`src/rtl/icfb_pkg.sv`:
```
// ----------------------------------------------------------------------------
// icfb_pkg
// shared types, codes and helpers for the byte-wide idea cfb stream block
// ----------------------------------------------------------------------------
package icfb_pkg;

    localparam int ROUND_COUNT = 8;
    localparam int BLOCK_W     = 64;
    localparam int KEY_W       = 128;
    localparam int WORD_W      = 16;

    typedef logic [WORD_W-1:0]  word_t;
    typedef logic [BLOCK_W-1:0] block_t;
    typedef logic [KEY_W-1:0]   key_t;

    typedef enum logic [1:0] {
        REG_KEY_HIGH  = 2'd0,
        REG_KEY_LOW   = 2'd1,
        REG_IV        = 2'd2,
        REG_DECRYPT   = 2'd3
    } reg_idx_t;

    typedef enum logic [1:0] {
        S_IDLE = 2'b01,
        S_WAIT = 2'b10
    } top_state_t;

    typedef enum logic [1:0] {
        E_IDLE = 2'b01,
        E_RUN  = 2'b10
    } eng_state_t;

    typedef struct packed {
        logic busy;
        logic done;
    } eng_stat_t;

    // read byte p of the block, byte 0 in the top bits
    function automatic logic [7:0] blk_byte(input block_t b, input logic [2:0] p);
        return b[{~p, 3'b000} +: 8];
    endfunction

    // replace byte p of the block
    function automatic block_t blk_put(input block_t b, input logic [2:0] p,
                                       input logic [7:0] v);
        block_t r;
        r = b;
        r[{~p, 3'b000} +: 8] = v;
        return r;
    endfunction

endpackage

```
`src/rtl/icfb_mulmod.sv`:
```
// ----------------------------------------------------------------------------
// icfb_mulmod
// multiplication modulo 65537, a zero operand stands for 65536
// ----------------------------------------------------------------------------
module icfb_mulmod (
    input  icfb_pkg::word_t a,
    input  icfb_pkg::word_t b,
    output icfb_pkg::word_t p
);
    import icfb_pkg::*;

    logic [31:0] prod;
    word_t       lo;
    word_t       hi;

    assign prod = {16'd0, a} * {16'd0, b};
    assign lo   = prod[15:0];
    assign hi   = prod[31:16];

    always_comb
    begin
        if (prod != 32'd0)
        begin
            p = lo - hi + {15'd0, (lo < hi)};
        end
        else
        begin
            p = 16'd1 - a - b;
        end
    end

endmodule

```
`src/rtl/icfb_engine.sv`:
```
// ----------------------------------------------------------------------------
// icfb_engine
// block encryption, one subkey step per cycle over a shared modular multiplier
// ----------------------------------------------------------------------------
module icfb_engine (
    input  logic               clk,
    input  logic               rst_n,
    input  logic               start,
    input  icfb_pkg::key_t     key,
    input  icfb_pkg::block_t   blk_in,
    output icfb_pkg::block_t   blk_out,
    output icfb_pkg::eng_stat_t stat
);
    import icfb_pkg::*;

    eng_state_t state_reg, state_next;
    word_t x1_reg, x2_reg, x3_reg, x4_reg, t3_reg;
    key_t  kw_reg;
    logic [2:0] w_reg;
    logic [2:0] phase_reg;
    logic [3:0] round_reg;
    logic       done_reg;

    word_t sub;
    word_t mul_a;
    word_t mul_p;
    word_t sum;
    logic  final_rnd;

    assign sub       = kw_reg[{~w_reg, 4'b0000} +: 16];
    assign final_rnd = (round_reg == 4'(ROUND_COUNT));
    assign sum       = t3_reg + mul_p;

    always_comb
    begin
        case (phase_reg)
            3'd0:    mul_a = x1_reg;
            3'd3:    mul_a = x4_reg;
            3'd4:    mul_a = x3_reg ^ x1_reg;
            3'd5:    mul_a = (x2_reg ^ x4_reg) + t3_reg;
            default: mul_a = x1_reg;
        endcase
    end

    icfb_mulmod u_mul (
        .a (mul_a),
        .b (sub),
        .p (mul_p)
    );

    always_comb
    begin
        state_next = state_reg;
        case (state_reg)
            E_IDLE:  if (start) state_next = E_RUN;
            E_RUN:   if (final_rnd && phase_reg == 3'd3) state_next = E_IDLE;
            default: state_next = E_IDLE;
        endcase
    end

    always_ff @(posedge clk or negedge rst_n)
    begin
        if (!rst_n)
        begin
            state_reg <= E_IDLE;
            done_reg  <= 1'b0;
            phase_reg <= 3'd0;
            round_reg <= 4'd0;
            w_reg     <= 3'd0;
        end
        else
        begin
            state_reg <= state_next;
            done_reg  <= (state_reg == E_RUN) && final_rnd && (phase_reg == 3'd3);
            if (state_reg == E_IDLE)
            begin
                phase_reg <= 3'd0;
                round_reg <= 4'd0;
                w_reg     <= 3'd0;
            end
            else
            begin
                w_reg <= w_reg + 3'd1;
                if (phase_reg == 3'd5)
                begin
                    phase_reg <= 3'd0;
                    round_reg <= round_reg + 4'd1;
                end
                else
                begin
                    phase_reg <= phase_reg + 3'd1;
                end
            end
        end
    end

    always_ff @(posedge clk)
    begin
        if (state_reg == E_IDLE)
        begin
            if (start)
            begin
                x1_reg <= blk_in[63:48];
                x2_reg <= blk_in[47:32];
                x3_reg <= blk_in[31:16];
                x4_reg <= blk_in[15:0];
                kw_reg <= key;
            end
        end
        else
        begin
            // key rotates by 25 after every eighth subkey
            if (w_reg == 3'd7)
            begin
                kw_reg <= {kw_reg[102:0], kw_reg[127:103]};
            end
            case (phase_reg)
                3'd0: x1_reg <= mul_p;
                3'd1:
                begin
                    if (final_rnd)
                    begin
                        x2_reg <= x3_reg + sub;
                        x3_reg <= x2_reg;
                    end
                    else
                    begin
                        x2_reg <= x2_reg + sub;
                    end
                end
                3'd2: x3_reg <= x3_reg + sub;
                3'd3: x4_reg <= mul_p;
                3'd4: t3_reg <= mul_p;
                3'd5:
                begin
                    x1_reg <= x1_reg ^ mul_p;
                    x4_reg <= x4_reg ^ sum;
                    x2_reg <= mul_p ^ x3_reg;
                    x3_reg <= sum ^ x2_reg;
                end
                default: x1_reg <= x1_reg;
            endcase
        end
    end

    assign blk_out   = {x1_reg, x2_reg, x3_reg, x4_reg};
    assign stat.busy = (state_reg == E_RUN);
    assign stat.done = done_reg;

endmodule

```
`src/rtl/idea_cfb_byte_stream_cipher.sv`:
```
// ----------------------------------------------------------------------------
// idea_cfb_byte_stream_cipher
// byte-wide idea cipher feedback stream with on-the-fly subkey generation
// ----------------------------------------------------------------------------
//  channel   direction  signals
//  input     in         in_valid, in_stall, data_byte
//  output    out        out_valid, out_stall, result_byte
//  config    in         cfg_we, cfg_index, cfg_data
//
//  a word at position 0..7 goes straight into the output register when accepted
//  a word that needs a fresh block waits for 52 subkey steps on the
//  shared modular multiplier and then for the merge of the fresh block
//  in_stall is high while the block is encrypted and while a result is held
//  under out_stall; reset clears key, iv, mode and position to zero
// ----------------------------------------------------------------------------
module idea_cfb_byte_stream_cipher (
    input  logic        clk,
    input  logic        rst_n,
    input  logic        in_valid,
    output logic        in_stall,
    input  logic [7:0]  data_byte,
    output logic        out_valid,
    input  logic        out_stall,
    output logic [7:0]  result_byte,
    input  logic        cfg_we,
    input  logic [1:0]  cfg_index,
    input  logic [63:0] cfg_data
);
    import icfb_pkg::*;

    top_state_t state_reg, state_next;
    logic [63:0] key_hi_reg, key_lo_reg;
    block_t      block_reg;
    logic [3:0]  pos_reg;
    logic        mode_reg;
    logic [7:0]  data_reg;
    logic        out_valid_reg;
    logic [7:0]  result_reg;

    logic        accept;
    logic        start;
    logic        out_load;
    block_t      eng_blk;
    eng_stat_t   eng_stat;
    logic [7:0]  cur_in, res_in, res_new, fb_new;

    assign in_stall = !((state_reg == S_IDLE) && (!out_valid_reg || !out_stall));
    assign accept   = in_valid && !in_stall;
    assign start    = accept && pos_reg[3];
    assign out_load = !cfg_we && ((accept && !pos_reg[3]) ||
                                  (state_reg == S_WAIT && eng_stat.done));

    icfb_engine u_eng (
        .clk     (clk),
        .rst_n   (rst_n),
        .start   (start),
        .key     ({key_hi_reg, key_lo_reg}),
        .blk_in  (block_reg),
        .blk_out (eng_blk),
        .stat    (eng_stat)
    );

    assign cur_in  = blk_byte(block_reg, pos_reg[2:0]);
    assign res_in  = data_byte ^ cur_in;
    assign res_new = data_reg ^ eng_blk[63:56];
    assign fb_new  = mode_reg ? data_reg : res_new;

    always_comb
    begin
        state_next = state_reg;
        case (state_reg)
            S_IDLE:  if (start) state_next = S_WAIT;
            S_WAIT:  if (eng_stat.done) state_next = S_IDLE;
            default: state_next = S_IDLE;
        endcase
    end

    always_ff @(posedge clk or negedge rst_n)
    begin
        if (!rst_n)
        begin
            state_reg     <= S_IDLE;
            key_hi_reg    <= '0;
            key_lo_reg    <= '0;
            block_reg     <= '0;
            pos_reg       <= 4'd0;
            mode_reg      <= 1'b0;
            out_valid_reg <= 1'b0;
        end
        else
        begin
            state_reg <= state_next;
            if (out_load)
            begin
                out_valid_reg <= 1'b1;
            end
            else if (out_valid_reg && !out_stall)
            begin
                out_valid_reg <= 1'b0;
            end
            if (cfg_we)
            begin
                case (cfg_index)
                    REG_KEY_HIGH: key_hi_reg <= cfg_data;
                    REG_KEY_LOW:  key_lo_reg <= cfg_data;
                    REG_IV:
                    begin
                        block_reg <= cfg_data;
                        pos_reg   <= 4'd0;
                    end
                    REG_DECRYPT:  mode_reg <= cfg_data[0];
                    default:      mode_reg <= mode_reg;
                endcase
            end
            else if (accept && !pos_reg[3])
            begin
                block_reg     <= blk_put(block_reg, pos_reg[2:0],
                                         mode_reg ? data_byte : res_in);
                pos_reg       <= pos_reg + 4'd1;
            end
            else if (state_reg == S_WAIT && eng_stat.done)
            begin
                // fresh block, first byte goes out at once
                block_reg     <= {fb_new, eng_blk[55:0]};
                pos_reg       <= 4'd1;
            end
        end
    end

    always_ff @(posedge clk)
    begin
        if (start)
        begin
            data_reg <= data_byte;
        end
        if (accept && !pos_reg[3])
        begin
            result_reg <= res_in;
        end
        else if (state_reg == S_WAIT && eng_stat.done)
        begin
            result_reg <= res_new;
        end
    end

    assign out_valid   = out_valid_reg;
    assign result_byte = result_reg;

`ifndef NO_ASSERTIONS
    a_pos_range: assert property (@(posedge clk) disable iff (!rst_n)
        pos_reg <= 4'd8)
        else $error("byte position beyond eight");

    a_done_in_wait: assert property (@(posedge clk) disable iff (!rst_n)
        eng_stat.done |-> (state_reg == S_WAIT))
        else $error("engine done outside wait");

    a_wait_stalls: assert property (@(posedge clk) disable iff (!rst_n)
        (state_reg == S_WAIT) |-> (in_stall && eng_stat.busy != eng_stat.done))
        else $error("input open or engine idle during block encryption");

    a_direct_out: assert property (@(posedge clk) disable iff (!rst_n)
        (accept && !pos_reg[3] && !cfg_we) |=> out_valid_reg)
        else $error("accepted word gave no result");
`endif

endmodule
```
`config.mk`:
```
export PLATFORM = sky130hd
export DESIGN_NAME = idea_cfb_byte_stream_cipher
export DESIGN_NICKNAME = d
export VERILOG_FILES = /design/src/rtl/icfb_pkg.sv /design/src/rtl/icfb_mulmod.sv /design/src/rtl/icfb_engine.sv /design/src/rtl/idea_cfb_byte_stream_cipher.sv
export SDC_FILE = /design/constraint.sdc
export NUM_CORES = 2
export LEC_CHECK = 0
export BUFFER_PORTS_ARGS = -buffer_cell sky130_fd_sc_hd__buf_2
export CAP_MARGIN = 20
export CORE_UTILIZATION = 58
export CTS_CLUSTER_SIZE = 20
export DETAILED_ROUTE_END_ITERATION = 6
export PLACE_DENSITY_LB_ADDON = 0.15
export SYNTH_ARGS = -nofsm -noshare
export SYNTH_HDL_FRONTEND = slang
export SYNTH_SLANG_ARGS = --single-unit
```
`constraint.sdc`:
```
create_clock -name clk -period 13.47 [get_ports clk]
set_input_delay 3.3675 -clock clk [delete_from_list [all_inputs] [get_ports clk]]
set_output_delay 3.3675 -clock clk [all_outputs]
set_load 0.01 [all_outputs]
```
==> flow_summary_export.csv <==
group,metric,value,unit
outcome,outcome,"completed",
grt,globalRouteTotalUtil,39.0,%
sta,maxClockFrequency,76.9,MHz
detailed_routing,drtPass1Iterations,6,
worst_setup_path,cpMaxStageDelayCell,"fa_1",
clock_tree,cts.clk_slew.worst_paths,0.06,ns
sta,layout_min_cycle_time,13.01,ns
cells_and_area,layout_cells_sized_above_1,17.4,%
synthesis,synthFlopType,"edfxtp_1",
synthesis,syn_nets,4336,
sta,period_share,96.6,%
clock_tree,ctsRootBufferMaster,"clkbuf_16",
synthesis,netlist-cell-type-count,80,
synthesis,avgSynthCellArea,9.41,um2
synthesis,synth.ff_latch_count,437,
worst_setup_path,cp_common_cell,"fa_1",
floorplan,floorplan.initialDensity,58.9,%
sta,grt_setup_unrepaired,"yes",
sta,worst_slew_margin_rel,21.6,%
placed_design,gp_congestion,1.03,
cells_and_area,multi_input_area,22400,um2
grt,first_global_vias,29100,
sta,timing_hold_violations_final,0,
flow_run,timing.max_cap.violations,0,
floorplan,io_pins,89,
power,power_density_over_the_cells,78.4,nW/um2
clock_tree,clock_insertion_delay_worst_skew,0.62,ns
clock_tree,clockBufferDepth,3,
sta,worst_slew_pin_slew,1.18,ns
worst_setup_path,crit_arrival,13.45,ns
power,leakage,0.0177,uW
placed_design,buffer_ports.inserted,88,
detailed_routing,drt-initial-drc-count,3997,
worst_setup_path,worst_setup_path_end_kind,"register",
detailed_routing,vias,30300,
floorplan,die_x,250,um
clock_tree,ctsHoldBuffers,0,
worst_setup_path,cp.required,13.90,ns
grt,grt_first_pass_wirelength,182000,um
detailed_routing,wire_per_inst,25.6,um
detailed_routing,dr_vias_cell,6.32,
hold_path,hold_path.class,"reg -> reg",
clock_tree,tritoncts,"built",
worst_setup_path,critical_path.startpoint_type,"register",
clock_tree,h-tree-depth,2,
detailed_routing,post-route-drc-count,0,
sta,finClkSkew,0.0370,ns
synthesis,ys_seq_area_share,33.7,%
grt,global_route_congestion_overflow_total,0,
clock_tree,cts_inserted_buffers,46,
grt,grt_max_degree,114,
grt,antenna_found_initial,5,
power,vdd_drop_max,0.110,mV
synthesis,syn_warnings,0,
synthesis,edff_count_synth,224,
cells_and_area,layout-area-overhead-vs-synth,12.5,%
detailed_routing,postRouteAntennaNets,0,
floorplan,fp.coreArea,60700,um2
clock_tree,cts_num_sinks,437,
worst_setup_path,worst_path_largest_cell_delay,0.52,ns
floorplan,floorplan.die_area,62700,um2
synthesis,synth_cells,3801,
sta,timing.final.setup_violations,0,
detailed_routing,routed_wl,122000,um
sta,holdWs,0.506,ns
cells_and_area,nets,4502,
synthesis,async_reset_ff_share,48.7,%
worst_setup_path,critPathMaxFanout,8,
sta,slew_violations,0,
cells_and_area,antenna_cells_inserted,0,
cells_and_area,final.fill_count,4867,
cells_and_area,regArea,12100,um2
power,total_power,3160,uW
synthesis,syn_area,35800,um2
floorplan,die_ht,250,um
worst_setup_path,setup.worst_path.class,"reg -> reg",
floorplan,std_cell_rows,90,
sta,tns,0,ns
cells_and_area,largest_register_ffs,128,
placed_design,post-dp-hpwl,93600,um
## power by group
| part | switching (uW) | leakage [uW] | internal [uW] |
|---|---|---|---|
| combinational | 135 | 0.0128 | 111 |
| clock | 554 | 0.000749 | 757 |
| sequential | 94.7 | 0.00418 | 1500 |
| total | 784 | 0.0177 | 2370 |
## synthesized netlist by cell type (10+ instances only)
master,number,area [um2]
a211oi_1,24,180
a21o_1,35,263
a21oi_1,176,881
a221oi_1,23,201
a22oi_1,52,390
a31oi_1,22,138
and2_1,22,138
and3_1,16,100
buf_1,18,67.6
clkbuf_1,154,578
clkinv_1,16,60.1
dfrtp_1,211,5280
edfxtp_1,224,6730
fa_1,208,4160
ha_1,248,3100
inv_1,320,1200
mux2_2,154,1730
mux2i_1,37,370
mux4_2,48,1080
nand2_1,759,2850
nand2b_1,29,181
nand3_1,40,200
nand4_1,16,100
nor2_1,296,1110
nor2b_1,24,150
nor3_1,44,220
o211ai_1,10,75.1
o21a_1,18,135
o21ai_0,166,831
o21ai_1,11,55.1
o21bai_1,10,75.1
o22ai_1,17,106
o31ai_1,16,120
or3_1,18,113
xnor2_1,91,797
xor2_1,94,823
## area by class of cell
class                      count  share of cell area, %
clock inverter                11                  0.417
tap                          782                   2.43
inverter                     340                   3.19
sequential                   437                   30.0
clock buffer                  75                   3.41
multi-input combinational   2848                   55.5
timing repair buffer         294                   5.06
## what timing repair did
| item | CTS | global route |
|---|---|---|
| buffers inserted | 2 | 23 |
| pin swaps | 8 | 92 |
| setup endpoints to repair | 9 | 26 |
| resized for setup | 24 | 122 |
## through the flow
| step | setup slack, ns | instances | area (um2) | utilization [%] |
|---|---|---|---|---|
| 6_report | 0.458 | 4787 | 40300 | 66.3 |
| 5_1_grt | -0.159 | 4787 | 40300 | 66.3 |
| 3_3_place_gp | -0.0470 | 4675 | 37900 | 62.5 |
| 2_1_floorplan | 0.528 | 3801 | 35800 | - |
| 4_1_cts | 0.000322 | 4764 | 39600 | 65.2 |
| 3_5_place_dp | -0.319 | 4676 | 38000 | 62.5 |
## worst max-delay path: cells and delay by family (launching register included)
kind / cells / cell delay (ns)
adder cells (fa/ha/maj): 14 / 5.26
AO/OA/AOI/OAI: 27 / 4.49
AND/OR/NAND/NOR: 5 / 0.72
multiplexers: 1 / 0.25
flip-flops: 1 / 0.40
buffers and inverters: 8 / 0.81
XOR/XNOR: 5 / 0.91
## cell families (layout without fill, tap and decap cells)
family / after synthesis / in the layout / synth area share (%)
fa+ha+maj: 456 / 456 / 20.3
mux: 239 / 239 / 8.90
flops: 437 / 437 / 33.7
simple gates: 1312 / 1312 / 15.5
xor+xnor: 185 / 185 / 4.53
buf+inv: 516 / 720 / 5.50
compound gates: 656 / 656 / 11.6
## routing by layer
metal,wire length [um],track usage (%)
met1,46500,52.3
met2,54000,59.6
met3,14100,8.73
met4,7730,20.1
met5,153,1.08
## cells in the final DEF (no fill, tap or decap), types with 12 or more instances in the layout
cell type / netlist / final
a211oi_1: 24 / 22
a21o_1: 35 / 35
a21oi_1: 176 / 157
a21oi_2: 0 / 17
a221oi_1: 23 / 20
a22oi_1: 52 / 52
a31oi_1: 22 / 21
and2_1: 22 / 19
and3_1: 16 / 13
buf_2: 1 / 86
buf_4: 0 / 202
clkbuf_1: 154 / 19
clkbuf_16: 0 / 47
clkinv_1: 16 / 16
dfrtp_1: 211 / 210
edfxtp_1: 224 / 224
fa_1: 208 / 204
ha_1: 248 / 231
ha_4: 0 / 12
inv_1: 320 / 313
mux2_2: 154 / 154
mux2i_1: 37 / 36
mux4_2: 48 / 48
nand2_1: 759 / 752
nand2b_1: 29 / 28
nand3_1: 40 / 39
nand4_1: 16 / 16
nor2_1: 296 / 294
nor2b_1: 24 / 21
nor3_1: 44 / 41
o21a_1: 18 / 17
o21ai_0: 166 / 145
o21ai_1: 11 / 25
o22ai_1: 17 / 15
o31ai_1: 16 / 12
or3_1: 18 / 18
xnor2_1: 91 / 88
xor2_1: 94 / 92
## worst paths after layout
kind                            startpoint          endpoint  slack [ns]  cells past startpoint
max                        u_eng.x2_reg[0]  u_eng.x3_reg[15]        0.46                     60
min                         key_lo_reg[53]    key_lo_reg[53]        0.51                      1
max reg2reg                u_eng.x2_reg[0]  u_eng.x3_reg[15]        0.46                     60
min reg2reg                 key_lo_reg[53]    key_lo_reg[53]        0.51                      1
max in group asynchronous            rst_n    u_eng.w_reg[0]        9.17                      2
min in group asynchronous            rst_n    u_eng.done_reg        2.75                      1
No activity file was read; power rests on OpenSTA's default activity.
